[src/sv/sha256_pkg.sv]
// ----------------------------------------------------------------------------
// sha256_pkg
// shared types, round constants and helper functions for the sha-256 core
// ----------------------------------------------------------------------------
package sha256_pkg;

    // front to back request: one block ready to compress
    typedef struct packed {
        logic [511:0] block;     // sixteen words, word 0 in the top bits
        logic         last;      // final block of the message
    } t_blk_req;

    localparam logic [255:0] INIT_HASH = {
        32'h6a09e667, 32'hbb67ae85, 32'h3c6ef372, 32'ha54ff53a,
        32'h510e527f, 32'h9b05688c, 32'h1f83d9ab, 32'h5be0cd19
    };

    localparam logic [7:0] PAD_BYTE = 8'h80;

    function automatic logic [31:0] round_k(input logic [5:0] idx);
        logic [31:0] k [0:63];
        k = '{
            32'h428a2f98, 32'h71374491, 32'hb5c0fbcf, 32'he9b5dba5,
            32'h3956c25b, 32'h59f111f1, 32'h923f82a4, 32'hab1c5ed5,
            32'hd807aa98, 32'h12835b01, 32'h243185be, 32'h550c7dc3,
            32'h72be5d74, 32'h80deb1fe, 32'h9bdc06a7, 32'hc19bf174,
            32'he49b69c1, 32'hefbe4786, 32'h0fc19dc6, 32'h240ca1cc,
            32'h2de92c6f, 32'h4a7484aa, 32'h5cb0a9dc, 32'h76f988da,
            32'h983e5152, 32'ha831c66d, 32'hb00327c8, 32'hbf597fc7,
            32'hc6e00bf3, 32'hd5a79147, 32'h06ca6351, 32'h14292967,
            32'h27b70a85, 32'h2e1b2138, 32'h4d2c6dfc, 32'h53380d13,
            32'h650a7354, 32'h766a0abb, 32'h81c2c92e, 32'h92722c85,
            32'ha2bfe8a1, 32'ha81a664b, 32'hc24b8b70, 32'hc76c51a3,
            32'hd192e819, 32'hd6990624, 32'hf40e3585, 32'h106aa070,
            32'h19a4c116, 32'h1e376c08, 32'h2748774c, 32'h34b0bcb5,
            32'h391c0cb3, 32'h4ed8aa4a, 32'h5b9cca4f, 32'h682e6ff3,
            32'h748f82ee, 32'h78a5636f, 32'h84c87814, 32'h8cc70208,
            32'h90befffa, 32'ha4506ceb, 32'hbef9a3f7, 32'hc67178f2
        };
        return k[idx];
    endfunction

    function automatic logic [31:0] rotr(input logic [31:0] x, input int n);
        return (x >> n) | (x << (32 - n));
    endfunction

endpackage

[src/sv/sha256_back.sv]
// ----------------------------------------------------------------------------
// sha256_back
// one round per cycle compression and digest word output
// ----------------------------------------------------------------------------
module sha256_back (
    input  logic                  i_clk,
    input  logic                  i_rst_n,
    input  sha256_pkg::t_blk_req  i_req,
    input  logic                  i_valid,
    output logic                  o_ready,
    output logic [31:0]           o_word,
    output logic [2:0]            o_index,
    output logic                  o_last,
    output logic                  o_valid,
    input  logic                  i_ready
);
    import sha256_pkg::*;

    typedef enum logic [1:0] {S_IDLE, S_ROUND, S_ADD, S_OUT} t_state;

    t_state         r_state;
    logic [255:0]   r_chain;
    logic [255:0]   r_v;
    logic [511:0]   r_w;     // sliding message schedule window, w[i] at top
    logic [5:0]     r_rnd;
    logic           r_last;
    logic [2:0]     r_idx;

    logic [31:0] a, b, c, d, e, f, g, h, w0, t1, t2, s0, s1, wn;

    always_comb begin
        {a, b, c, d, e, f, g, h} = r_v;
        w0 = r_w[511:480];
        t1 = h + (rotr(e, 6) ^ rotr(e, 11) ^ rotr(e, 25)) + ((e & f) ^ (~e & g))
             + round_k(r_rnd) + w0;
        t2 = (rotr(a, 2) ^ rotr(a, 13) ^ rotr(a, 22)) + ((a & b) ^ (a & c) ^ (b & c));
        s0 = rotr(r_w[479:448], 7) ^ rotr(r_w[479:448], 18) ^ (r_w[479:448] >> 3);
        s1 = rotr(r_w[63:32], 17) ^ rotr(r_w[63:32], 19) ^ (r_w[63:32] >> 10);
        wn = w0 + s0 + r_w[223:192] + s1;
    end

    assign o_ready = (r_state == S_IDLE);
    assign o_valid = (r_state == S_OUT);
    assign o_word  = r_chain[255 - 32*r_idx -: 32];
    assign o_index = r_idx;
    assign o_last  = (r_idx == 3'd7);

    // compression sequencer and digest output
    always_ff @(posedge i_clk) begin
        if (!i_rst_n) begin
            r_state <= S_IDLE;
            r_chain <= INIT_HASH;
            r_idx   <= '0;
        end else begin
            unique case (r_state)
                S_IDLE: if (i_valid) begin
                    r_w     <= i_req.block;
                    r_last  <= i_req.last;
                    r_v     <= r_chain;
                    r_rnd   <= '0;
                    r_state <= S_ROUND;
                end
                S_ROUND: begin
                    r_v   <= {t1 + t2, a, b, c, d + t1, e, f, g};
                    r_w   <= {r_w[479:0], wn};
                    r_rnd <= r_rnd + 6'd1;
                    if (r_rnd == 6'd63) r_state <= S_ADD;
                end
                S_ADD: begin
                    for (int i = 0; i < 8; i++)
                        r_chain[32*i +: 32] <= r_chain[32*i +: 32] + r_v[32*i +: 32];
                    r_idx   <= '0;
                    r_state <= r_last ? S_OUT : S_IDLE;
                end
                S_OUT: if (i_ready) begin
                    r_idx <= r_idx + 3'd1;
                    if (r_idx == 3'd7) begin
                        r_chain <= INIT_HASH;
                        r_state <= S_IDLE;
                    end
                end
                default: r_state <= S_IDLE;
            endcase
        end
    end

    a_out_hold: assert property (@(posedge i_clk) disable iff (!i_rst_n)
        o_valid && !i_ready |=> o_valid && $stable(r_idx))
        else $error("digest word changed under stall");
    a_reinit: assert property (@(posedge i_clk) disable iff (!i_rst_n)
        o_valid && i_ready && o_last |=> r_chain == INIT_HASH)
        else $error("chain not restored after digest");
    a_rounds: assert property (@(posedge i_clk) disable iff (!i_rst_n)
        r_state == S_ROUND && r_rnd == 6'd63 |=> r_state == S_ADD)
        else $error("round count mismatch");

endmodule

[config.mk]
export PLATFORM = sky130hd
export DESIGN_NAME = sha256_back
export DESIGN_NICKNAME = d
export VERILOG_FILES = /design/src/sv/sha256_pkg.sv /design/src/sv/sha256_back.sv
export SDC_FILE = /design/constraint.sdc
export NUM_CORES = 2
export LEC_CHECK = 0
export ABC_AREA = 1
export CAP_MARGIN = 20
export CORE_MARGIN = 2
export CORE_UTILIZATION = 40
export CTS_CLUSTER_DIAMETER = 200
export CTS_CLUSTER_SIZE = 14
export DETAILED_ROUTE_END_ITERATION = 12
export DONT_BUFFER_PORTS = 1
export PLACE_DENSITY_LB_ADDON = 0.2
export SYNTH_ARGS = -nofsm -noshare
export SYNTH_HDL_FRONTEND = slang
export SYNTH_SLANG_ARGS = --single-unit
[constraint.sdc]
create_clock -name i_clk -period 37.6 [get_ports i_clk]
set_input_delay 0 -clock i_clk [delete_from_list [all_inputs] [get_ports i_clk]]
set_output_delay 0 -clock i_clk [all_outputs]
set_load 0.01 [all_outputs]
==> results.sh <==
export IMPL_outcome="completed"
export IMPL_cts_root_buf="clkbuf_16"
export IMPL_gr_total_overflow=0
export IMPL_grt_pass1_wl_mm=530
export IMPL_fillers=18504
export IMPL_syn_nets=11293
export IMPL_cts_sinks=1036
export IMPL_start_util_pct=40.1
export IMPL_fin_crit_sh_pct=22.4
export IMPL_cp_required_ps=38130
export IMPL_worstSetupEndpoint="r_v[247]"
export IMPL_nets=11927
export IMPL_grt_antenna_before_repair=30
export IMPL_synth_area_mm2=0.0761
export IMPL_skew_ps=72.9
export IMPL_r2r_cells=33
export IMPL_synth_edf_count=775
export IMPL_vias=78220
export IMPL_worst_pin_slew_ps=1350
export IMPL_drc=0
export IMPL_setup_viol=0
export IMPL_yosysMostFrequentCell="nand2_1"
export IMPL_drive_gt1_share_pct=2.11
export IMPL_coreArea_mm2=0.190
export IMPL_hold_violations=0
export IMPL_start_kind="flop"
export IMPL_critPathLaunch="r_rnd[0]"
export IMPL_insertion_delay_ps=800
export IMPL_hold_depth=3
export IMPL_drv_cap=0
export IMPL_regArea_mm2=0.0285
export IMPL_boundaryPins=555
export IMPL_cpMostUsedCell="inv_1"
export IMPL_reg2reg_slack_ps=29160
export IMPL_routed_wl_met3_mm=46.3
export IMPL_ant_nets=0
export IMPL_drt_wirelength_per_cell_um=28.7
export IMPL_area_growth_pct=17.6
export IMPL_wl_met1_mm=171
export IMPL_clockBufferDepth=3
export IMPL_tns_ps=0
export IMPL_die_h_um=440
export IMPL_avgViaCountPerCell=5.83
export IMPL_cp_max_fo=13
export IMPL_synth_top_area_share_pct=30.6
export IMPL_yosys_warnings=0
export IMPL_cts_resized=0
export IMPL_crit_path_end_kind="flop"
export IMPL_drv_slew=0
export IMPL_multi_input_area_mm2=0.0416
export IMPL_crit_arrival_ps=8960
export IMPL_die_area_mm2=0.194
export IMPL_drt_iter0_markers=10944
export IMPL_clkTransAtPathRegs_ps=110
export IMPL_syn_area_per_cell_um2=7.47
export IMPL_critical_path_slowest_cell="o21ai_0"
export IMPL_max_freq_mhz=119
export IMPL_rsz0062_at_grt="no"
export IMPL_dr_pass1_iters=8
export IMPL_place_congestion=1.04
export IMPL_finalCriticalPeriod_ps=8440
export IMPL_ys_ff_latch=1036
export IMPL_netlist_instances=10182
export IMPL_first_global_vias=71435
export IMPL_highest_layer="met5"
export IMPL_rows=160
export IMPL_h_tree_depth=3
export IMPL_yosys_area_top_type="edfxtp_1"
export IMPL_slew_headroom_pct=8.88
export IMPL_ys_top_cells_by_count="nand2_1 (3,175), inv_1 (1,180), o21ai_0 (928)"
export IMPL_synth_distinct_cells=52
export IMPL_path_class="flop to flop"
export IMPL_die_width_um=440
export IMPL_reg2reg_from="r_rnd[0]"
export IMPL_wl_mm=385
export IMPL_worstReg2RegEnd="r_v[247]"
export IMPL_seq_area_frac_synth_pct=37.5
export IMPL_cts_buffers_inserted=83
export IMPL_hpwl_mm=295
export IMPL_async_flop_share_pct=0
export IMPL_yosys_most_used_dff="edfxtp_1"
export IMPL_io_buffers=0
export IMPL_track_usage_pct=38.2
export IMPL_hold_class="input port to flop"
export IMPL_slowest_delay_ps=560
export IMPL_grt_max_degree=202
export IMPL_cts_tree="yes"
export IMPL_synth_area_leaders="edfxtp_1 (31%), nand2_1 (16%), dfxtp_1 (6.9%), ha_1 (6.5%), o21ai_0 (6.1%)"
export IMPL_wl_met2_mm=153
-- logic make-up after synthesis --
group,count (synthesis),share of synthesized area [%]
adder cells (fa/ha/maj),594,11.7
flip-flops,1036,37.5
buffers and inverters,1570,7.87
AND/OR/NAND/NOR,4338,22.6
AO/OA/AOI/OAI,2310,16.5
XOR/XNOR,334,3.85
-- sequential cells by signal (all words and copies together) (netlist names) --
signal and count:
r_state 2, o_index 3, r_rnd 6, r_chain 256, r_v 256, r_last 1, r_w 512
-- metal layers --
layer  GRT usage (%)  up-vias
met5               0        -
met4            12.8       14
met3            10.1      701
met2            52.2     4705
met1            57.4    37869
li1                -    34931
-- worst min-delay path by stage --
stage | from | end | slack, ps
after global routing | i_req[407] | r_w[406] | 5
after detailed placement | i_req[0] | r_last | 120
after global placement | i_rst_n | r_chain[131] | 110
final | i_req[368] | r_w[367] | 7
after CTS | i_req[430] | r_w[429] | 0.05
after floorplan | i_req[0] | r_last | 100
-- cell usage in the layout, fill, tap and decap left out, types with 197 or more instances in the layout --
cell type	n
nor2_1	608
ha_1	397
dlygate4sd3_1	838
o21ai_0	928
fa_1	197
dfxtp_1	259
inv_1	1179
nand2_1	3174
nand3_1	338
a21oi_1	910
edfxtp_1	775
-- cell type report --
class,instances,area share [%]
antenna,29,0.0811
clock buffer,150,2.63
clock inverter,6,0.124
inverter,1190,5.02
multi-input combinational,7576,46.5
sequential,1036,31.9
tap,2511,3.51
timing repair buffer,929,10.3
-- worst max-delay path, delay by kind of cell (launching register included) --
kind	cells	cell delay, ps
AND/OR/NAND/NOR	8	1470
flip-flops	1	370
XOR/XNOR	1	320
adder cells (fa/ha/maj)	6	2410
AO/OA/AOI/OAI	10	2500
buffers and inverters	8	1120
-- metrics by stage --
stage                     worst slack [ps]  cells  util (%)  hold slack (ps)  instance area [um2]
final                                29160  13427      47.2             7.33                89500
after global routing                 28720  13410      47.2             5.21                89400
after CTS                            29310  13396      47.1           0.0521                89400
after detailed placement             29380  12401      41.4              116                78500
after global placement               28990  12395      41.4              114                78400
after floorplan                       3150  10182         -             98.9                76100
-- what timing repair did --
action / 4_1_cts / 5_1_grt
endpoints found under the setup margin: 0 / 0
hold buffers: 839 / 0
setup buffers: 0 / 0
endpoints found under the hold margin: 633 / 0
Power is left out: the tool's default activity adds up to more than one toggle a clock period on the data nets, which glitch-free logic cannot reach.
