File: config.mk
export PLATFORM = sky130hd
export DESIGN_NAME = sha256_front
export DESIGN_NICKNAME = d
export VERILOG_FILES = /design/src/sv/sha256_pkg.sv /design/src/sv/sha256_front.sv
export SDC_FILE = /design/constraint.sdc
export NUM_CORES = 2
export LEC_CHECK = 0
export BUFFER_PORTS_ARGS = -buffer_cell sky130_fd_sc_hd__buf_2
export CORE_ASPECT_RATIO = 0.8
export CORE_MARGIN = 2
export CORE_UTILIZATION = 60
export CTS_BUF_LIST = sky130_fd_sc_hd__clkbuf_8
export CTS_CLUSTER_DIAMETER = 30
export DETAILED_ROUTE_END_ITERATION = 7
export PLACE_DENSITY = 0.79
export SYNTH_ARGS = -nofsm -noshare
export SYNTH_HDL_FRONTEND = slang
export SYNTH_SLANG_ARGS = --single-unit
File: constraint.sdc
create_clock -name i_clk -period 52.4 [get_ports i_clk]
set_input_delay 2.62 -clock i_clk [delete_from_list [all_inputs] [get_ports i_clk]]
set_output_delay 2.62 -clock i_clk [all_outputs]
set_load 0.01 [all_outputs]
File: src/sv/sha256_pkg.sv
// ----------------------------------------------------------------------------
// sha256_pkg
// shared types, round constants and helper functions for the sha-256 core
// ----------------------------------------------------------------------------
package sha256_pkg;

    // front to back request: one block ready to compress
    typedef struct packed {
        logic [511:0] block;     // sixteen words, word 0 in the top bits
        logic         last;      // final block of the message
    } t_blk_req;

    localparam logic [255:0] INIT_HASH = {
        32'h6a09e667, 32'hbb67ae85, 32'h3c6ef372, 32'ha54ff53a,
        32'h510e527f, 32'h9b05688c, 32'h1f83d9ab, 32'h5be0cd19
    };

    localparam logic [7:0] PAD_BYTE = 8'h80;

    function automatic logic [31:0] round_k(input logic [5:0] idx);
        logic [31:0] k [0:63];
        k = '{
            32'h428a2f98, 32'h71374491, 32'hb5c0fbcf, 32'he9b5dba5,
            32'h3956c25b, 32'h59f111f1, 32'h923f82a4, 32'hab1c5ed5,
            32'hd807aa98, 32'h12835b01, 32'h243185be, 32'h550c7dc3,
            32'h72be5d74, 32'h80deb1fe, 32'h9bdc06a7, 32'hc19bf174,
            32'he49b69c1, 32'hefbe4786, 32'h0fc19dc6, 32'h240ca1cc,
            32'h2de92c6f, 32'h4a7484aa, 32'h5cb0a9dc, 32'h76f988da,
            32'h983e5152, 32'ha831c66d, 32'hb00327c8, 32'hbf597fc7,
            32'hc6e00bf3, 32'hd5a79147, 32'h06ca6351, 32'h14292967,
            32'h27b70a85, 32'h2e1b2138, 32'h4d2c6dfc, 32'h53380d13,
            32'h650a7354, 32'h766a0abb, 32'h81c2c92e, 32'h92722c85,
            32'ha2bfe8a1, 32'ha81a664b, 32'hc24b8b70, 32'hc76c51a3,
            32'hd192e819, 32'hd6990624, 32'hf40e3585, 32'h106aa070,
            32'h19a4c116, 32'h1e376c08, 32'h2748774c, 32'h34b0bcb5,
            32'h391c0cb3, 32'h4ed8aa4a, 32'h5b9cca4f, 32'h682e6ff3,
            32'h748f82ee, 32'h78a5636f, 32'h84c87814, 32'h8cc70208,
            32'h90befffa, 32'ha4506ceb, 32'hbef9a3f7, 32'hc67178f2
        };
        return k[idx];
    endfunction

    function automatic logic [31:0] rotr(input logic [31:0] x, input int n);
        return (x >> n) | (x << (32 - n));
    endfunction

endpackage

File: src/sv/sha256_front.sv
// ----------------------------------------------------------------------------
// sha256_front
// packs message bytes into 64-byte blocks and appends the padding
// ----------------------------------------------------------------------------
module sha256_front (
    input  logic                  i_clk,
    input  logic                  i_rst_n,
    input  logic [7:0]            i_byte,
    input  logic                  i_has_byte,
    input  logic                  i_end,
    input  logic                  i_valid,
    output logic                  o_ready,
    output sha256_pkg::t_blk_req  o_req,
    output logic                  o_req_valid,
    input  logic                  i_req_ready
);
    import sha256_pkg::*;

    typedef enum logic [1:0] {S_FILL, S_PAD, S_LEN} t_state;

    t_state        r_state;
    logic [511:0]  r_buf;
    logic [63:0]   r_count;
    logic [63:0]   r_bits;
    t_blk_req      r_req;
    logic          r_req_valid;
    logic [5:0]    r_pos;

    logic          slot_free;
    logic          take;
    logic [511:0]  pad_block;

    assign slot_free   = !r_req_valid || i_req_ready;
    assign o_ready     = (r_state == S_FILL) && slot_free;
    assign take        = i_valid && o_ready;
    assign o_req       = r_req;
    assign o_req_valid = r_req_valid;

    // block with byte placed at position p, later bytes zeroed
    function automatic logic [511:0] put(input logic [511:0] b, input logic [5:0] p,
                                         input logic [7:0] v);
        logic [511:0] o;
        o = b;
        for (int i = 0; i < 64; i++) begin
            if (i[5:0] == p) o[511 - 8*i -: 8] = v;
            else if (i[5:0] > p) o[511 - 8*i -: 8] = 8'h00;
        end
        return o;
    endfunction

    // current block closed by the pad byte
    assign pad_block = put(r_buf, r_pos, PAD_BYTE);

    // byte packing, padding sequencer and output request register
    always_ff @(posedge i_clk) begin
        if (!i_rst_n) begin
            r_state     <= S_FILL;
            r_count     <= '0;
            r_req_valid <= 1'b0;
        end else begin
            if (i_req_ready) r_req_valid <= 1'b0;
            unique case (r_state)
                S_FILL: begin
                    if (take) begin
                        if (i_has_byte) begin
                            r_buf   <= put(r_buf, r_count[5:0], i_byte);
                            r_count <= r_count + 64'd1;
                            if (r_count[5:0] == 6'd63) begin
                                r_req.block <= put(r_buf, r_count[5:0], i_byte);
                                r_req.last  <= 1'b0;
                                r_req_valid <= 1'b1;
                            end
                            if (i_end) begin
                                r_state <= S_PAD;
                                r_pos   <= r_count[5:0] + 6'd1;
                                r_bits  <= (r_count + 64'd1) << 3;
                            end
                        end else if (i_end) begin
                            r_state <= S_PAD;
                            r_pos   <= r_count[5:0];
                            r_bits  <= r_count << 3;
                        end
                    end
                end
                S_PAD: begin
                    if (slot_free) begin
                        r_req_valid <= 1'b1;
                        if (r_pos >= 6'd56) begin
                            r_req.block <= pad_block;
                            r_req.last  <= 1'b0;
                            r_state     <= S_LEN;
                        end else begin
                            r_req.block <= {pad_block[511:64], r_bits};
                            r_req.last  <= 1'b1;
                            r_state     <= S_FILL;
                            r_count     <= '0;
                        end
                    end
                end
                S_LEN: begin
                    if (slot_free) begin
                        r_req_valid <= 1'b1;
                        r_req.block <= {448'd0, r_bits};
                        r_req.last  <= 1'b1;
                        r_state     <= S_FILL;
                        r_count     <= '0;
                    end
                end
                default: r_state <= S_FILL;
            endcase
        end
    end

    // a held request never changes under a stall
    a_req_hold: assert property (@(posedge i_clk) disable iff (!i_rst_n)
        r_req_valid && !i_req_ready |=> r_req_valid && $stable(r_req))
        else $error("front request changed while stalled");
    // no input taken while padding
    a_no_take_pad: assert property (@(posedge i_clk) disable iff (!i_rst_n)
        r_state != S_FILL |-> !o_ready)
        else $error("input accepted during padding");
    // a full block is requested when the byte counter wraps
    a_wrap_req: assert property (@(posedge i_clk) disable iff (!i_rst_n)
        take && i_has_byte && r_count[5:0] == 6'd63 |=> r_req_valid)
        else $error("full block not requested");

endmodule

==> impl_metrics.toml <==
[power]
leakagePower_uw = 0.0211
powerDensity_nw_per_um2 = 35.4
ir_worst_vdd_v = 0.0000238

[worst_setup_path]
r2r-end = "o_req[89]$_DFFE_PP_"
cp.required_ns = 49.78
cp_max_fo = 4
cp-endpoint = "o_ready"
crit_type = "primary input to output pin"
r2r_start = "r_state[0]$_SDFFE_PN0P_"
cp-end-kind = "output pin"
crit_start = "i_req_ready"
worst-r2r-cell-count = 8
start_kind = "primary input"
arrival_ns = 3.24
r2r_slack_ns = 47.46

[route]
wirelength_um = 166000
dr.first_iter.drc_count = 7298
drc = 0
drt_first_pass_iters = 8
wl_per_cell_um = 29.9
vias = 39200
postRouteAntennaNets = 0
routed_via_density = 7.07

[yosys]
ys_warn_count = 0
synth_simple_gate_area_frac = 0.0872
synth_cells = 3803
synth_top_family_by_area = "compound AO/OA/AOI/OAI gates"
synth_area_um2 = 50700
syn_nets = 3826
synth_edf_count = 1078
yosys.area_share.adder = 0.00222
avgSynthCellArea_um2 = 13.3
ys_ff_latch = 1142
netlist-cell-type-count = 75
synth_top_flop_cell = "edfxtp_1"
muxShareOfSynthArea = 0.0126
seq_area_frac_synth = 0.664
synthArstFlopShare = 0
synth_compound_area_frac = 0.196
synth-xor-area-share = 0.0105

[clock_network]
cts_buffers = 191
cts.sinks = 1142
cts_hold_buffers = 0
clockBufferDepth = 3
htreeDepth = 4
cts_tree = "built"
ctsResizeCount = 0
clockRootBuffer = "clkbuf_8"
post-cts-setup-buffers = 0
clkTransAtPathRegs_ns = 0.06
insertion_delay_ns = 0.88

[sta]
post-route-period-util = 0.112
clock.fmax_ghz = 0.171
tns_ns = 0
clock_skew_ns = 0.0542
hold_violations = 0
setup_viol = 0
slew_headroom = 0.112
period_needed_ns = 5.86
worst_pin_slew_ns = 1.31
rsz0062_at_grt = "false"
maxSlewViolCount = 0

[floorplanning]
io_pins = 529
fp.dieArea_um2 = 86800
chipHeight_um = 264
start_util = 0.605
die_x_um = 329
rows = 95
core_area_um2 = 83800

[finish]
layout_common_cells = "edfxtp_1 (1078), a22o_1 (734), buf_2 (520)"
fillers = 5588
fin_cells = 5544
nets = 4289
final_common_cell = "edfxtp_1"
synthToLayoutAreaGrowth_pct = 14.6
drive_gt1_frac = 0.207

[grt]
overflow = 0
antenna_found_initial = 6
grt_pass1_wl_um = 238000
grt_use_total = 0.372
grt_pass1_vias = 36200
grt_max_degree = 170

[run_status]
status = "completed"

[placement]
dp.final_hpwl_um = 106000
post-place-cells = 5188
port_buffers = 528
routabilityCongestion = 0.978

[job]
maxCapViolCount = 0

[hold_path]
holdCritPathClass = "flop to flop"
[how the worst min path moves through the flow]
stage	start	to	slack [ns]	depth (start not counted)
after global routing	r_count[54]$_SDFFE_PN0P_	r_count[54]$_SDFFE_PN0P_	0.53	1
after floorplan	r_count[59]$_SDFFE_PN0P_	r_count[59]$_SDFFE_PN0P_	0.46	1
after detailed placement	r_count[19]$_SDFFE_PN0P_	r_count[19]$_SDFFE_PN0P_	0.49	1
after CTS	r_count[54]$_SDFFE_PN0P_	r_count[54]$_SDFFE_PN0P_	0.51	1
final	r_count[59]$_SDFFE_PN0P_	r_count[59]$_SDFFE_PN0P_	0.51	1
after global placement	r_count[19]$_SDFFE_PN0P_	r_count[19]$_SDFFE_PN0P_	0.48	1
[per-stage QoR]
stage	total power, uW	setup slack [ns]	util	hold WS [ns]	cell area (um2)
4_1_cts	2050	46.55	0.693	0.508	58100
5_1_grt	2100	46.52	0.693	0.533	58100
3_5_place_dp	1230	45.92	0.645	0.490	54100
3_3_place_gp	1230	45.97	0.645	0.477	54100
2_1_floorplan	1210	9.19	-	0.459	50700
6_report	2050	46.54	0.693	0.509	58100
[cell families after synthesis]
family,count (synthesis)
AOI/OAI and AO/OA,1274
xor gates and xnor gates,61
adders and majority gates,9
buffers and inverters,346
DFF,1142
muxes,63
and+or+nand+nor,908
[cell usage after synthesis (5+ instances only)]
library cell / n / area share
a211o_1: 5 / 0.00086
a21boi_1: 8 / 0.0012
a21o_1: 24 / 0.0036
a21oi_1: 133 / 0.013
a221o_1: 49 / 0.0097
a22o_1: 734 / 0.13
a22oi_1: 18 / 0.0027
a31o_2: 7 / 0.0012
a31oi_1: 40 / 0.0049
a32o_1: 5 / 0.00099
and2_1: 38 / 0.0047
and3_1: 40 / 0.0049
and4_1: 18 / 0.0031
buf_1: 23 / 0.0017
buf_2: 30 / 0.0030
clkbuf_1: 265 / 0.020
dfxtp_1: 64 / 0.025
edfxtp_1: 1078 / 0.64
ha_1: 9 / 0.0022
inv_1: 20 / 0.0015
mux2_2: 8 / 0.0018
mux2i_1: 55 / 0.011
nand2_1: 296 / 0.022
nand2b_1: 14 / 0.0017
nand3_1: 108 / 0.011
nand3b_1: 8 / 0.0012
nand4_1: 37 / 0.0046
nor2_1: 187 / 0.014
nor2b_1: 22 / 0.0027
nor3_1: 66 / 0.0065
nor4_1: 13 / 0.0016
o211ai_1: 14 / 0.0021
o21a_1: 12 / 0.0018
o21ai_0: 140 / 0.014
o21ai_1: 9 / 0.00089
o21bai_1: 5 / 0.00074
o2bb2ai_1: 11 / 0.0019
o31ai_1: 25 / 0.0037
or2_2: 8 / 0.00099
or3_1: 21 / 0.0026
or4_1: 13 / 0.0019
xnor2_1: 28 / 0.0048
xor2_1: 33 / 0.0057
[metal layers]
metal,vias up,share of wire,GRT usage
li1,16200,-,-
met1,19000,0.36,0.517
met2,3436,0.43,0.519
met3,562,0.15,0.120
met4,8,0.059,0.201
met5,-,0.00029,0
[area by class of cell]
class,instances,area [um2],area share
Antenna cell,3,7.51,0.000129
Inverter,21,86.3,0.00149
Clock inverter,154,1240,0.0213
Timing Repair Buffer,595,3220,0.0554
Multi-Input combinational cell,2315,15700,0.271
Clock buffer,199,2740,0.0472
Tap cell,1115,1400,0.0240
Sequential cell,1142,33700,0.580
[registers in the layout (all words and copies together), names as in the netlist]
signal       count
o_req_valid      1
r_count         61
o_req          513
r_buf          504
r_state          2
r_bits          56
r_pos            5
[critical path: stages]
cell and delay [ns]:
buf_2 0.10, nand2b_1 0.19, and2_1 0.19, buf_2 0.14
[where the power goes]
| group | leakage [uW] | internal [uW] | switching (uW) |
|---|---|---|---|
| clock network | 0.00216 | 450 | 380 |
| logic | 0.00834 | 40.0 | 134 |
| registers | 0.0106 | 1030 | 17.2 |
Power figures use the tool's default switching activity.
