[src/sv/sha256_pkg.sv]
// ----------------------------------------------------------------------------
// sha256_pkg
// shared types, round constants and helper functions for the sha-256 core
// ----------------------------------------------------------------------------
package sha256_pkg;

    // front to back request: one block ready to compress
    typedef struct packed {
        logic [511:0] block;     // sixteen words, word 0 in the top bits
        logic         last;      // final block of the message
    } t_blk_req;

    localparam logic [255:0] INIT_HASH = {
        32'h6a09e667, 32'hbb67ae85, 32'h3c6ef372, 32'ha54ff53a,
        32'h510e527f, 32'h9b05688c, 32'h1f83d9ab, 32'h5be0cd19
    };

    localparam logic [7:0] PAD_BYTE = 8'h80;

    function automatic logic [31:0] round_k(input logic [5:0] idx);
        logic [31:0] k [0:63];
        k = '{
            32'h428a2f98, 32'h71374491, 32'hb5c0fbcf, 32'he9b5dba5,
            32'h3956c25b, 32'h59f111f1, 32'h923f82a4, 32'hab1c5ed5,
            32'hd807aa98, 32'h12835b01, 32'h243185be, 32'h550c7dc3,
            32'h72be5d74, 32'h80deb1fe, 32'h9bdc06a7, 32'hc19bf174,
            32'he49b69c1, 32'hefbe4786, 32'h0fc19dc6, 32'h240ca1cc,
            32'h2de92c6f, 32'h4a7484aa, 32'h5cb0a9dc, 32'h76f988da,
            32'h983e5152, 32'ha831c66d, 32'hb00327c8, 32'hbf597fc7,
            32'hc6e00bf3, 32'hd5a79147, 32'h06ca6351, 32'h14292967,
            32'h27b70a85, 32'h2e1b2138, 32'h4d2c6dfc, 32'h53380d13,
            32'h650a7354, 32'h766a0abb, 32'h81c2c92e, 32'h92722c85,
            32'ha2bfe8a1, 32'ha81a664b, 32'hc24b8b70, 32'hc76c51a3,
            32'hd192e819, 32'hd6990624, 32'hf40e3585, 32'h106aa070,
            32'h19a4c116, 32'h1e376c08, 32'h2748774c, 32'h34b0bcb5,
            32'h391c0cb3, 32'h4ed8aa4a, 32'h5b9cca4f, 32'h682e6ff3,
            32'h748f82ee, 32'h78a5636f, 32'h84c87814, 32'h8cc70208,
            32'h90befffa, 32'ha4506ceb, 32'hbef9a3f7, 32'hc67178f2
        };
        return k[idx];
    endfunction

    function automatic logic [31:0] rotr(input logic [31:0] x, input int n);
        return (x >> n) | (x << (32 - n));
    endfunction

endpackage

[src/sv/sha256_queue.sv]
// ----------------------------------------------------------------------------
// sha256_queue
// two-entry block queue between packing and compression
// ----------------------------------------------------------------------------
module sha256_queue (
    input  logic                  i_clk,
    input  logic                  i_rst_n,
    input  sha256_pkg::t_blk_req  i_req,
    input  logic                  i_valid,
    output logic                  o_ready,
    output sha256_pkg::t_blk_req  o_req,
    output logic                  o_valid,
    input  logic                  i_ready
);
    import sha256_pkg::*;

    t_blk_req    r_mem [0:1];
    logic        r_wp;
    logic        r_rp;
    logic [1:0]  r_cnt;
    logic        push;
    logic        pop;

    assign o_ready = (r_cnt != 2'd2);
    assign o_valid = (r_cnt != 2'd0);
    assign o_req   = r_mem[r_rp];
    assign push    = i_valid && o_ready;
    assign pop     = o_valid && i_ready;

    // storage
    always_ff @(posedge i_clk) begin
        if (push) r_mem[r_wp] <= i_req;
    end

    // pointers and fill level
    always_ff @(posedge i_clk) begin
        if (!i_rst_n) begin
            r_wp  <= 1'b0;
            r_rp  <= 1'b0;
            r_cnt <= 2'd0;
        end else begin
            if (push) r_wp <= ~r_wp;
            if (pop)  r_rp <= ~r_rp;
            r_cnt <= r_cnt + {1'b0, push} - {1'b0, pop};
        end
    end

    a_cnt_range: assert property (@(posedge i_clk) disable iff (!i_rst_n)
        r_cnt != 2'd3) else $error("queue level out of range");
    a_ptr_track: assert property (@(posedge i_clk) disable iff (!i_rst_n)
        (r_cnt == 2'd0 || r_cnt == 2'd2) |-> r_wp == r_rp)
        else $error("queue pointers disagree with level");
    a_full_stall: assert property (@(posedge i_clk) disable iff (!i_rst_n)
        r_cnt == 2'd2 && !pop |=> r_cnt == 2'd2)
        else $error("queue level lost an entry");

endmodule

[config.mk]
export PLATFORM = sky130hd
export DESIGN_NAME = sha256_queue
export DESIGN_NICKNAME = d
export VERILOG_FILES = /design/src/sv/sha256_pkg.sv /design/src/sv/sha256_queue.sv
export SDC_FILE = /design/constraint.sdc
export NUM_CORES = 1
export LEC_CHECK = 0
export CAP_MARGIN = 20
export CORE_AREA = 2 2 405 407
export CTS_CLUSTER_SIZE = 28
export DETAILED_ROUTE_END_ITERATION = 8
export DIE_AREA = 0 0 407 409
export DONT_BUFFER_PORTS = 1
export PLACE_DENSITY_LB_ADDON = 0.3
export SLEW_MARGIN = 20
export SYNTH_ARGS = -nofsm -noshare
export SYNTH_HDL_FRONTEND = slang
export SYNTH_SLANG_ARGS = --single-unit
export TNS_END_PERCENT = 30
[constraint.sdc]
create_clock -name i_clk -period 79.5 [get_ports i_clk]
set_clock_uncertainty 0.2 [all_clocks]
set_input_delay 7.95 -clock i_clk [delete_from_list [all_inputs] [get_ports i_clk]]
set_output_delay 7.95 -clock i_clk [all_outputs]
set_load 0.005 [all_outputs]
==> results of run 1 <==
[area by class of cell]
class,count,area share
inverter,1,0.00008719
sequential,1031,0.7181
tap,2175,0.06322
clock buffer,136,0.06473
clock inverter,44,0.01075
antenna,22,0.001279
multi-input combinational,531,0.1375
timing repair buffer,21,0.004331
[worst reg2reg max path, cell delays in order (launching register included)]
cell and delay [ns]:
sky130_fd_sc_hd__dfxtp_1 0.36, sky130_fd_sc_hd__nand2b_1 0.25, sky130_fd_sc_hd__and3_4 0.74, sky130_fd_sc_hd__buf_4 0.84, sky130_fd_sc_hd__buf_4 0.63, sky130_fd_sc_hd__buf_4 0.76
sky130_fd_sc_hd__buf_4 0.99
[Yosys cell counts, drive strengths merged]
cell type,instances
mux2,513
nor2b,2
xnor2,3
o21a,1
dfxtp,5
inv,1
buf,57
ha,2
edfxtp,1026
nor2,1
or2,1
mux2i,1
nand2b,2
and3,1
nand2,2
and2,2
[cells by family (layout without fill, tap and decap cells)]
kind of cell,count (synthesis),in the layout,share of synthesized area
buffers and inverters,58,202,0.01658
XOR/XNOR,3,3,0.0007020
other,0,22,0
flip-flops,1031,1031,0.8256
AND/OR/NAND/NOR,11,11,0.001638
multiplexers,514,514,0.1546
adder cells (fa/ha/maj),2,2,0.0006683
AO/OA/AOI/OAI,1,1,0.0002006
[power groups by stage]
stage	clock network [mW]	logic, mW	registers, mW
2_1_floorplan	0	0.185	0.766
3_3_place_gp	0	0.243	0.714
3_5_place_dp	0	0.246	0.715
4_1_cts	0.487	0.248	0.704
5_1_grt	0.506	0.254	0.709
6_report	0.471	0.238	0.703
[sequential cells by signal, indices dropped and copies added, names as in the netlist, named ones only]
| signal | flops |
|---|---|
| r_mem | 1026 |
| r_cnt | 2 |
| r_rp | 1 |
| r_wp | 1 |
[worst max-delay path by stage]
stage	cells after the start	slack [ns]	end	start
2_1_floorplan	2	48.64	r_mem[0][0]	i_valid
3_3_place_gp	6	66.50	o_req[377]	flop
3_5_place_dp	6	66.27	o_req[474]	flop
4_1_cts	6	65.43	o_req[474]	flop
5_1_grt	6	65.13	o_req[476]	flop
6_report	6	65.63	o_req[474]	flop
[routing by layer]
layer	GRT usage	wire, um	vias up	share of wire
met5	0	332	-	0.0032
met4	0.04055	2553	48	0.025
met3	0.08298	15240	192	0.15
met2	0.2126	54250	746	0.52
met1	0.1020	31560	8003	0.30
li1	-	-	6639	-
[metrics by stage]
| stage | utilization | hold WS [ns] |
|---|---|---|
| global placement | 0.2453 | 0.3295 |
| finish | 0.2657 | 0.3403 |
| floorplan | - | 0.2549 |
| global route | 0.2655 | 0.3524 |
| CTS | 0.2653 | 0.3329 |
| detailed placement | 0.2453 | 0.3237 |
==> results.txt, run 1 <==
The flow ran to the end, and the final reports show no timing, DRC or antenna violations. TritonCTS built the clock tree. Yosys printed 0 warnings. The count of unique library cells instantiated by Yosys is 17, and the sequential-to-total area share from yosys stat is 0.8256. The count of input and output buffers works out to 0. The tool flagged a number of max-cap violations equal to 0. The run gives 0.498 as the register share of total power. The logs give 0.1187 for the overall track demand over capacity in global routing and 991 for the number of DRC markers in iteration 0. The net switching share of the total power came out at 0.2612.

The number of cells in the design after placement was 3759. In the post-route analysis, the smallest setup slack over all paths is 65.63 ns. The clock sink count was 1031; the worst max-slew margin expressed relative to the limit was 0.2260. For the worst flop-to-flop path, the logic depth is 6. The per-cell routed wire length is 26.24 um. The number of clock buffers added by TritonCTS is 105. STA classifies the critical path endpoint as a primary output. By area the synthesized netlist is led by sky130_fd_sc_hd__edfxtp_1, sky130_fd_sc_hd__mux2_2, sky130_fd_sc_hd__buf_6, sky130_fd_sc_hd__dfxtp_1, sky130_fd_sc_hd__xnor2_1.

For the placed wire-length estimate, the log shows 78400 um. The master cell of the clock root buffer was sky130_fd_sc_hd__clkbuf_16. Setup repair after global routing left no endpoint under its margin. The clock reaches the later pin of the worst-skew pair after 0.71 ns.

Gates resized during post-CTS repair numbered 0. The cell area power density is 32.80 mW/mm^2, and the number of setup violations in the final report is 0. The final design area excluding fillers was 0.04305 sq mm; the clock transition time at the flip-flop clock pins of the worst setup and hold paths was 0.06 ns.

In this run the remaining antenna-violating nets after routing total 0. The peak per-stage delay on the critical path was 0.81 ns; the DRC violations left was 0. Overall power consumption: 1.412 mW. During I/O placement, the number of pins put on the boundary was 1032. For this run, the detailed router's first-pass iteration total came to 4.

In the layout the commonest cells are sky130_fd_sc_hd__edfxtp_1, sky130_fd_sc_hd__mux2_2, sky130_fd_sc_hd__clkbuf_16. The run gives 0.334 as the power share of the clock group. The global-route wire length before repair is 135700 um, and the initial core utilization is 0.2311.

The startpoint of the most critical hold path is r_rp. Final-layout fill cell count: 16050. Counting every instance in the synthesized netlist gives 1620. After synthesis the netlist holds a flip-flop and latch count of 1031. The tools report the sort of element at the start of the critical path as a flop. At the pin with the least slew margin, the transition time is 1.161 ns. By instance count, the cell type seen most on the critical path is sky130_fd_sc_hd__buf_4. The library cell contributing the largest single delay on the critical path was sky130_fd_sc_hd__buf_4. The routed wire length is 103900 um, and the number of buffer and inverter stages on the critical path is 5.

The kind of critical path was reg -> out. The worst register-to-register path begins at r_cnt[0]. Summing all multi-input logic gate instances after layout gives 0.005919 sq mm. The largest fanout on the critical path was 70; the number of standard cells in the layout, taps in and fillers out was 3961. Summed over all instances, the cell type with the most area after synthesis is sky130_fd_sc_hd__edfxtp_1. In this run the critical register-to-register path is captured at r_mem[1][476].

The growth of design area from synthesis to finish was 14.99%. At the end of the flow, the number of nets in the layout was 2210. The sequential cell area was 0.03091 sq mm; the die width was 407 um. The die covers 0.1665 sq mm. Buffers added to address setup during post-CTS repair amount to 0. The signal arrival time at the worst endpoint was 5.72 ns. Dividing the detail-routed via count by the number of cells gives 3.945.

The tools report the worst-case setup slack after placement as 66.27 ns. The final route contains 15630 vias. Internal power: 1.043 mW.

The setup check on the worst reg-to-reg path leaves a slack of 74.23 ns. The part of the cycle the worst path needs is 0.1745. The level count of the clock H-tree is 3, and the area share of the leading cell type in the synthesized netlist is 0.8230. The final RePlAce weighted congestion came out at 0.8219. The ratio of cells with drive above 1 in the final layout works out to 0.3832. Grouping stages by cell kind, the critical path spends the most delay in buffers and inverters. The core region is 0.1620 sq mm. STA puts the critical path data required time at 71.35 ns. From bottom edge to top edge, the die measures 409 um.

The tools report the number of global-route vias before repair as 16370. In this run, post-CTS hold repair placed 0 buffers. The tools report the initial antenna violation count as 48.

The power share of the combinational group came out at 0.168. In this run the static leakage power is 13.25 nW. The tools report the post-detailed-placement cell area as 0.03974 sq mm. The tools report the switching power summed over all nets as 0.3689 mW. The mapped netlist covers 0.03744 sq mm. The final hold violation count is 0.

The critical path goes through buf_4 > buf_4 > buf_4 > buf_4 > buf_4 > mux2_2. The synthesized area per cell was 23.11 sq um. Worst min-delay path category: reg -> reg. Along the worst hold path, the cell count comes to 2. Summed over all layers, the global routing overflow is 0. The post-synthesis net count was 2139; the buffer levels on the longest clock path was 3.

Most common library cell in the layout ignoring fill and taps: sky130_fd_sc_hd__edfxtp_1. The clock period could shrink to 13.87 ns. The pin count of the biggest net entering global routing is 161. IR analysis of the VDD net gives a maximum drop of 0.02506 mV. Derived from the worst setup path, the maximum achievable clock frequency is 0.07209 GHz.

The number of slew-limit violations in the final report was 0. For the final routed database, the setup TNS stands at 0 ns. The path with the worst hold slack has its endpoint at r_rp. The floorplan has 148 rows.
Note: power is estimated with default switching activity, not from simulation.
==> inputs of run 2 (changes only) <==
==> constraint.sdc (replaced) <==
create_clock -name i_clk -period 11.78 [get_ports i_clk]
set_clock_uncertainty 0.2 [all_clocks]
set_input_delay 1.178 -clock i_clk [delete_from_list [all_inputs] [get_ports i_clk]]
set_output_delay 1.178 -clock i_clk [all_outputs]
set_load 0.005 [all_outputs]
==> results.txt, run 2 (synthesis gave the netlist of run 1 again) <==
Number of max-capacitance violations reported: 0 (unchanged). The number of standard cells in the layout, taps in and fillers out is 3993 (+0.81%), and the pin count of the biggest net entering global routing is 159 (-1.2%). The logs give 0 (unchanged) for the post-cts resize count and 0.8220 (about the same) for the final RePlAce weighted congestion.

The die width is 407 um (unchanged), and the level count of the clock H-tree is 3 (unchanged). The transition time at the pin with the least slew margin is 1.195 ns (+0.03349 ns). The flip-flop count of the largest register after layout was 1026 (unchanged).

The number of DRC markers in iteration 0 is 941 (-5.0%). The logs give 0.2036 (-0.02233) for the worst max-slew margin expressed relative to the limit and 13.50 nW (+1.9%) for the standby leakage power. The buffer levels on the longest clock path was 3 (unchanged); the clock transition time at the flip-flop clock pins of the worst setup and hold paths was 0.06 ns (about the same). The run gives 0 (unchanged) as the number of setup violations in the final report. For the multi-input logic area, the log shows 0.005919 sq mm (unchanged). The flow ran to the end, and the final reports show no timing, DRC or antenna violations. The run gives 0.2311 (unchanged) as the initial core utilization. For the number of nets with antenna violations after routing, the log shows 0 (unchanged).

The cell area power density came out at 228.5 mW/mm^2 (+600%). The per-cell routed wire length is 27.65 um (+5.4%), and the number of slew-limit violations in the final report is 0 (unchanged). The post-detailed-placement cell area is 0.03976 sq mm (about the same). The tree is rooted in a sky130_fd_sc_hd__clkbuf_16. Worst-case setup slack after placement: 7.137 ns (-59.13 ns).

Setup repair after global routing left no endpoint under its margin. The run gives 3.59 ns (-2.13 ns) as the signal arrival time at the worst endpoint. The tools report the number of setup buffers added after CTS as 0 (unchanged). The number of buffers inserted during clock tree synthesis is 114 (+8.6%). The tools report the detailed-routing iteration count for the pre-antenna-repair pass as 5 (+1). The time the worst path needs with I/O delays and setup came out at 4.965 ns. The via density per instance works out to 4.007 (+1.6%). The register with the most flip-flops in the final layout is r_mem.

The y dimension of the die is 409 um (unchanged). The ratio of cells with drive above 1 in the final layout works out to 0.3940 (+0.01074). The number of global-route vias before repair was 16460 (+0.54%). Timing would allow up to 0.2014 GHz.

The tools report the overall track demand over capacity in global routing as 0.1265 (+0.007759). The run gives 16000 (+2.4%) as the total number of vias. Sort of element at the start of the critical path: a flop. The tools report the number of hold-repair buffers added at the cts stage as 0 (unchanged).

The tools report the overall power consumption as 9.979 mW (+610%). The endpoint kind of the worst setup timing path is a primary output. The placed wire-length estimate came out at 81380 um (+3.8%). The kind of critical path was reg -> out.

The logs give 0.1665 sq mm (unchanged) for the area of the die and 0.3151 ns (-0.02521 ns) for the worst hold-check slack. The tools report the number of nets in the finished design as 2214 (+0.18%). The residual overflow from global routing came out at 0 (unchanged). The largest registers in the layout are r_mem: 1026 flops, r_cnt: 2 flops. The run gives 3753 (-0.16%) as the number of cells in the design after placement. The largest fanout on the critical path came out at 144 (+110%).

The final design area excluding fillers is 0.04367 sq mm (+1.5%). The standard-cell row count is 148 (unchanged), and the number of I/O pins is 1032 (unchanged). The count of input and output buffers was 0 (unchanged); the clock latency at the later pin of the worst-skew pair was 0.75 ns (+0.04 ns).

The worst endpoint required time was 10.40 ns (-60.95 ns). The min-delay analysis places its worst path in the category in -> reg. The tools report the final hold violation count as 0 (unchanged).

The sequential cell area was 0.03091 sq mm (unchanged). The most common library cell in the layout ignoring fill and taps is sky130_fd_sc_hd__edfxtp_1. The tools report the worst setup margin as 6.815 ns (-58.81 ns). The run gives 110400 um (+6.2%) as the routed wire length.

For the DRC violations left, the log shows 0 (unchanged). TritonCTS built the clock tree. The part of the cycle the worst path needs works out to 0.4215.

The worst supply voltage drop on vdd is 0.1437 mV (+470%). Global-route wire length before repair: 142900 um (+5.3%). The growth of design area from synthesis to finish came out at 16.66%. The library cells used most frequently in the layout, excluding fill and tap cells, are sky130_fd_sc_hd__edfxtp_1, sky130_fd_sc_hd__mux2_2, sky130_fd_sc_hd__clkbuf_16. The clock sink count was 1031 (unchanged); the initial antenna violation count was 88 (+83%). Core outline area: 0.1620 sq mm (unchanged).

The final-layout fill cell count came out at 15970 (-0.52%).
run 2: changes by cell type in the layout (fill, tap and decap cells not counted), moves of 3 or more:
cell	delta
sky130_fd_sc_hd__clkinv_1	+9
sky130_fd_sc_hd__clkbuf_1	-14
sky130_fd_sc_hd__clkinv_4	+3
sky130_fd_sc_hd__bufinv_16	+6
sky130_fd_sc_hd__clkinv_16	+3
sky130_fd_sc_hd__clkinvlp_4	+7
sky130_fd_sc_hd__buf_4	-11
sky130_fd_sc_hd__clkbuf_16	+8
sky130_fd_sc_hd__clkinv_2	+4
sky130_fd_sc_hd__inv_6	+4
sky130_fd_sc_hd__diode_2	+9
sky130_fd_sc_hd__buf_12	+5
run 2: per-layer routing:
metal	vias to the layer above	part of all wire	routed length, um	global-route usage
li1	6698	-	-	-
met3	258	0.17	18710	0.1000
met5	-	0.0074	814	0
met1	8132	0.28	31260	0.1059
met2	791	0.51	56490	0.2212
met4	122	0.028	3130	0.04285
run 2: worst paths after layout:
check | slack [ns] | start | depth (start not counted) | end
max | 6.82 | flop | 4 | o_req[345]
max reg2reg | 8.09 | r_cnt[0] | 5 | r_mem[0][448]
min | 0.32 | i_req[26] | 0 | r_mem[0][26]
min reg2reg | 0.33 | r_wp | 2 | r_wp
run 2: worst max-delay path, stage by stage (launching register included):
cell,delay (ns)
sky130_fd_sc_hd__dfxtp_4,0.71
sky130_fd_sc_hd__buf_16,0.31
sky130_fd_sc_hd__buf_4,0.41
sky130_fd_sc_hd__buf_12,0.45
sky130_fd_sc_hd__mux2_2,0.52
run 2: power breakdown:
| part | switching (mW) | internal, mW | total, mW |
|---|---|---|---|
| sequential | 0.117 | 4.62 | 4.73 |
| combinational | 1.05 | 0.620 | 1.67 |
| clock | 1.49 | 2.08 | 3.58 |
run 2: cell type report:
type                       count  share of cell area
multi-input combinational    531              0.1355
clock inverter                78             0.02000
tap                         2175             0.06231
clock buffer                 130             0.06718
sequential                  1031              0.7078
antenna                       31            0.001776
timing repair buffer          16            0.005300
inverter                       1          0.00008595
run 2: through the flow:
step	utilization	TNS, ns
after global routing	0.2692	0
after global placement	0.2454	0
final	0.2695	0
after detailed placement	0.2454	0
after CTS	0.2689	0
after floorplan	-	-1137.89
==> inputs of run 3 (changes only) <==
==> constraint.sdc (replaced) <==
create_clock -name i_clk -period 4.95 [get_ports i_clk]
set_clock_uncertainty 0.2 [all_clocks]
set_input_delay 0.495 -clock i_clk [delete_from_list [all_inputs] [get_ports i_clk]]
set_output_delay 0.495 -clock i_clk [all_outputs]
set_load 0.005 [all_outputs]
==> results.txt, run 3 (synthesis gave the netlist of run 1 again) <==
The tools report the number of nets in the finished design as 2750 (+24%). The power share of the combinational group came out at 0.187 (+0.019). The routed wire length is 113400 um (+2.7%). The master cell of the clock root buffer was sky130_fd_sc_hd__clkbuf_16. The y dimension of the die is 409 um (unchanged), and the depth of the worst register-to-register path is 3 (-2).

The standby leakage power was 15.75 nW (+17%); the signal arrival time at the worst endpoint was 2.64 ns (-0.95 ns). The number of nets with antenna violations after routing is 0 (unchanged), and the power share of the clock group is 0.341 (-0.017). The number of I/O pins is 1032 (unchanged).

The tools report the buffer levels on the longest clock path as 3 (unchanged). The worst hold path belongs to the class in -> reg. The final RePlAce weighted congestion was 0.8325 (+1.3%); the largest fanout on the critical path was 36 (-75%). Leaving out fill and tap cells, the most frequent cells in the layout are sky130_fd_sc_hd__edfxtp_1, sky130_fd_sc_hd__dlygate4sd3_1, sky130_fd_sc_hd__mux2_2.

Setup repair after global routing left no endpoint under its margin. The number of buffers inserted during clock tree synthesis is 109 (-4.4%), and the internal power is 17.54 mW (+140%). For the number of setup violations in the final report, the log shows 0 (unchanged). The library cell used most frequently in the layout, excluding fill and tap cells, is sky130_fd_sc_hd__edfxtp_1.

The final-layout fill cell count was 15720 (-1.6%); the number of slew-limit violations in the final report was 0 (unchanged). Clock sink count: 1031 (unchanged). The initial core utilization was 0.2311 (unchanged); the growth of design area from synthesis to finish was 30.77%. The routed design could run at a clock period as short as 3.339 ns. The flow ran to the end, and the final reports show no timing, DRC or antenna violations. The number of cells on the worst hold path is 1 (+1). Count of input and output buffers: 0 (unchanged). The run gives 89 (+1.1%) as the initial antenna violation count. The clock transition time at the flip-flop clock pins of the worst setup and hold paths works out to 0.06 ns (about the same).

The part of the cycle the worst path needs was 0.6746. TritonCTS built the clock tree. In the final layout, the registers with the most flip-flops are r_mem: 1026 flops, r_cnt: 2 flops. The number of setup buffers added after CTS was 0 (unchanged). The logs give 0.1302 (+0.003762) for the overall track demand over capacity in global routing and 150800 um (+5.5%) for the global-route wire length before repair.

The tools report the detailed-routing iteration count for the pre-antenna-repair pass as 5 (unchanged). The tools report the post-cts resize count as 0 (unchanged). The worst setup path is of the reg -> out kind. For the level count of the clock H-tree, the log shows 3 (unchanged).

The number of DRC markers in iteration 0 came out at 1037 (+10%). The die width was 407 um (unchanged). Transition time at the pin with the least slew margin: 1.176 ns (-0.01806 ns).

The endpoint kind of the worst setup timing path was a primary output. The via density per instance came out at 3.990 (-0.43%). The cell area power density works out to 489.3 mW/mm^2 (+110%).

The final core utilization was 0.3021 (+0.03259); the worst max-slew margin expressed relative to the limit was 0.2157 (+0.01204). The logs give 0 (unchanged) for the final hold violation count and 0.2995 GHz for the maximum achievable frequency. The logs give 84580 um (+3.9%) for the placed wire-length estimate and 0.74 ns (about the same) for the clock latency at the later pin of the worst-skew pair.

The tools report the worst supply voltage drop on vdd as 0.3998 mV (+180%). The number of standard cells in the layout, taps in and fillers out is 4528 (+13%), and the number of cells in the design after placement is 3778 (+0.67%). The logs give 18070 (+13%) for the total number of vias and 0.472 (-0.002) for the register share of total power.

The logs give 148 (unchanged) for the standard-cell row count and 23.95 mW (+140%) for the overall power consumption. The register with the most flip-flops in the final layout is r_mem. For the residual overflow from global routing, the log shows 0 (unchanged). The switching power summed over all nets is 6.416 mW (+140%), and the number of global-route vias before repair is 19310 (+17%). The run gives 0.2005 ns (-0.1146 ns) as the worst hold-check slack. The net switching share of the total power was 0.2678 (+0.001221); the flip-flop count of the largest register after layout was 1026 (unchanged). The number of hold-repair buffers added at the cts stage was 517 (+517). The ratio of cells with drive above 1 in the final layout was 0.3125 (-0.08143); the worst endpoint required time was 4.26 ns (-6.14 ns). The tools report the core outline area as 0.1620 sq mm (unchanged). The run gives 0 (unchanged) as the number of max-capacitance violations reported. Sort of element at the start of the critical path: a flop.

The per-cell routed wire length was 25.04 um (-9.4%); the area of the die was 0.1665 sq mm (unchanged). The logs give 159 (unchanged) for the pin count of the biggest net entering global routing and 0 (unchanged) for the DRC violations left.
run 3: cell type report:
| type | instances | area [sq um] | share of cell area |
|---|---|---|---|
| inverters | 1 | 3.754 | 0.00007667 |
| flip-flops and latches | 1031 | 30910 | 0.6315 |
| diodes | 30 | 75.07 | 0.001533 |
| clock buffers | 121 | 2794 | 0.05707 |
| clock inverters | 82 | 849.6 | 0.01735 |
| well taps | 2175 | 2721 | 0.05559 |
| multi-input cells | 531 | 5934 | 0.1212 |
| repair buffers | 557 | 5663 | 0.1157 |
run 3: path summary, 6_finish.rpt:
check                  start       endpoint  slack [ns]
setup / recovery        flop     o_req[212]        1.61
hold / removal    i_req[225]  r_mem[0][225]        0.20
setup reg to reg    r_cnt[0]  r_mem[1][242]        2.36
hold reg to reg         r_rp           flop        0.35
run 3: power by group through the flow:
stage          Combinational (mW)  Clock, mW  Sequential, mW
2_1_floorplan                2.98          0            11.6
3_3_place_gp                 4.07          0            11.5
3_5_place_dp                 4.14          0            11.5
4_1_cts                      4.63       8.40            11.3
5_1_grt                      4.75       8.74            11.4
6_report                     4.48       8.17            11.3
run 3: worst max-delay path, cell delays in order, from the launching register on:
cell,delay (ns)
sky130_fd_sc_hd__dfxtp_4,0.74
sky130_fd_sc_hd__buf_12,0.28
sky130_fd_sc_hd__buf_4,0.39
sky130_fd_sc_hd__mux2_2,0.42
run 3: per-stage QoR:
stage / setup TNS, ns / cell area [sq um] / setup WS [ns]
after floorplan: -3152.75 / 37460 / -3.781
after global routing: 0 / 48920 / 1.426
final: 0 / 48960 / 1.611
after CTS: 0 / 48880 / 1.441
after detailed placement: 0 / 40060 / 2.302
after global placement: 0 / 40060 / 2.347
run 3: layer usage:
metal,GRT usage,vias up,wire (um)
met2,0.2381,875,59740
met5,0,-,433
met3,0.05305,230,10950
met1,0.1333,9119,39360
met4,0.04195,66,2921
li1,-,7776,-
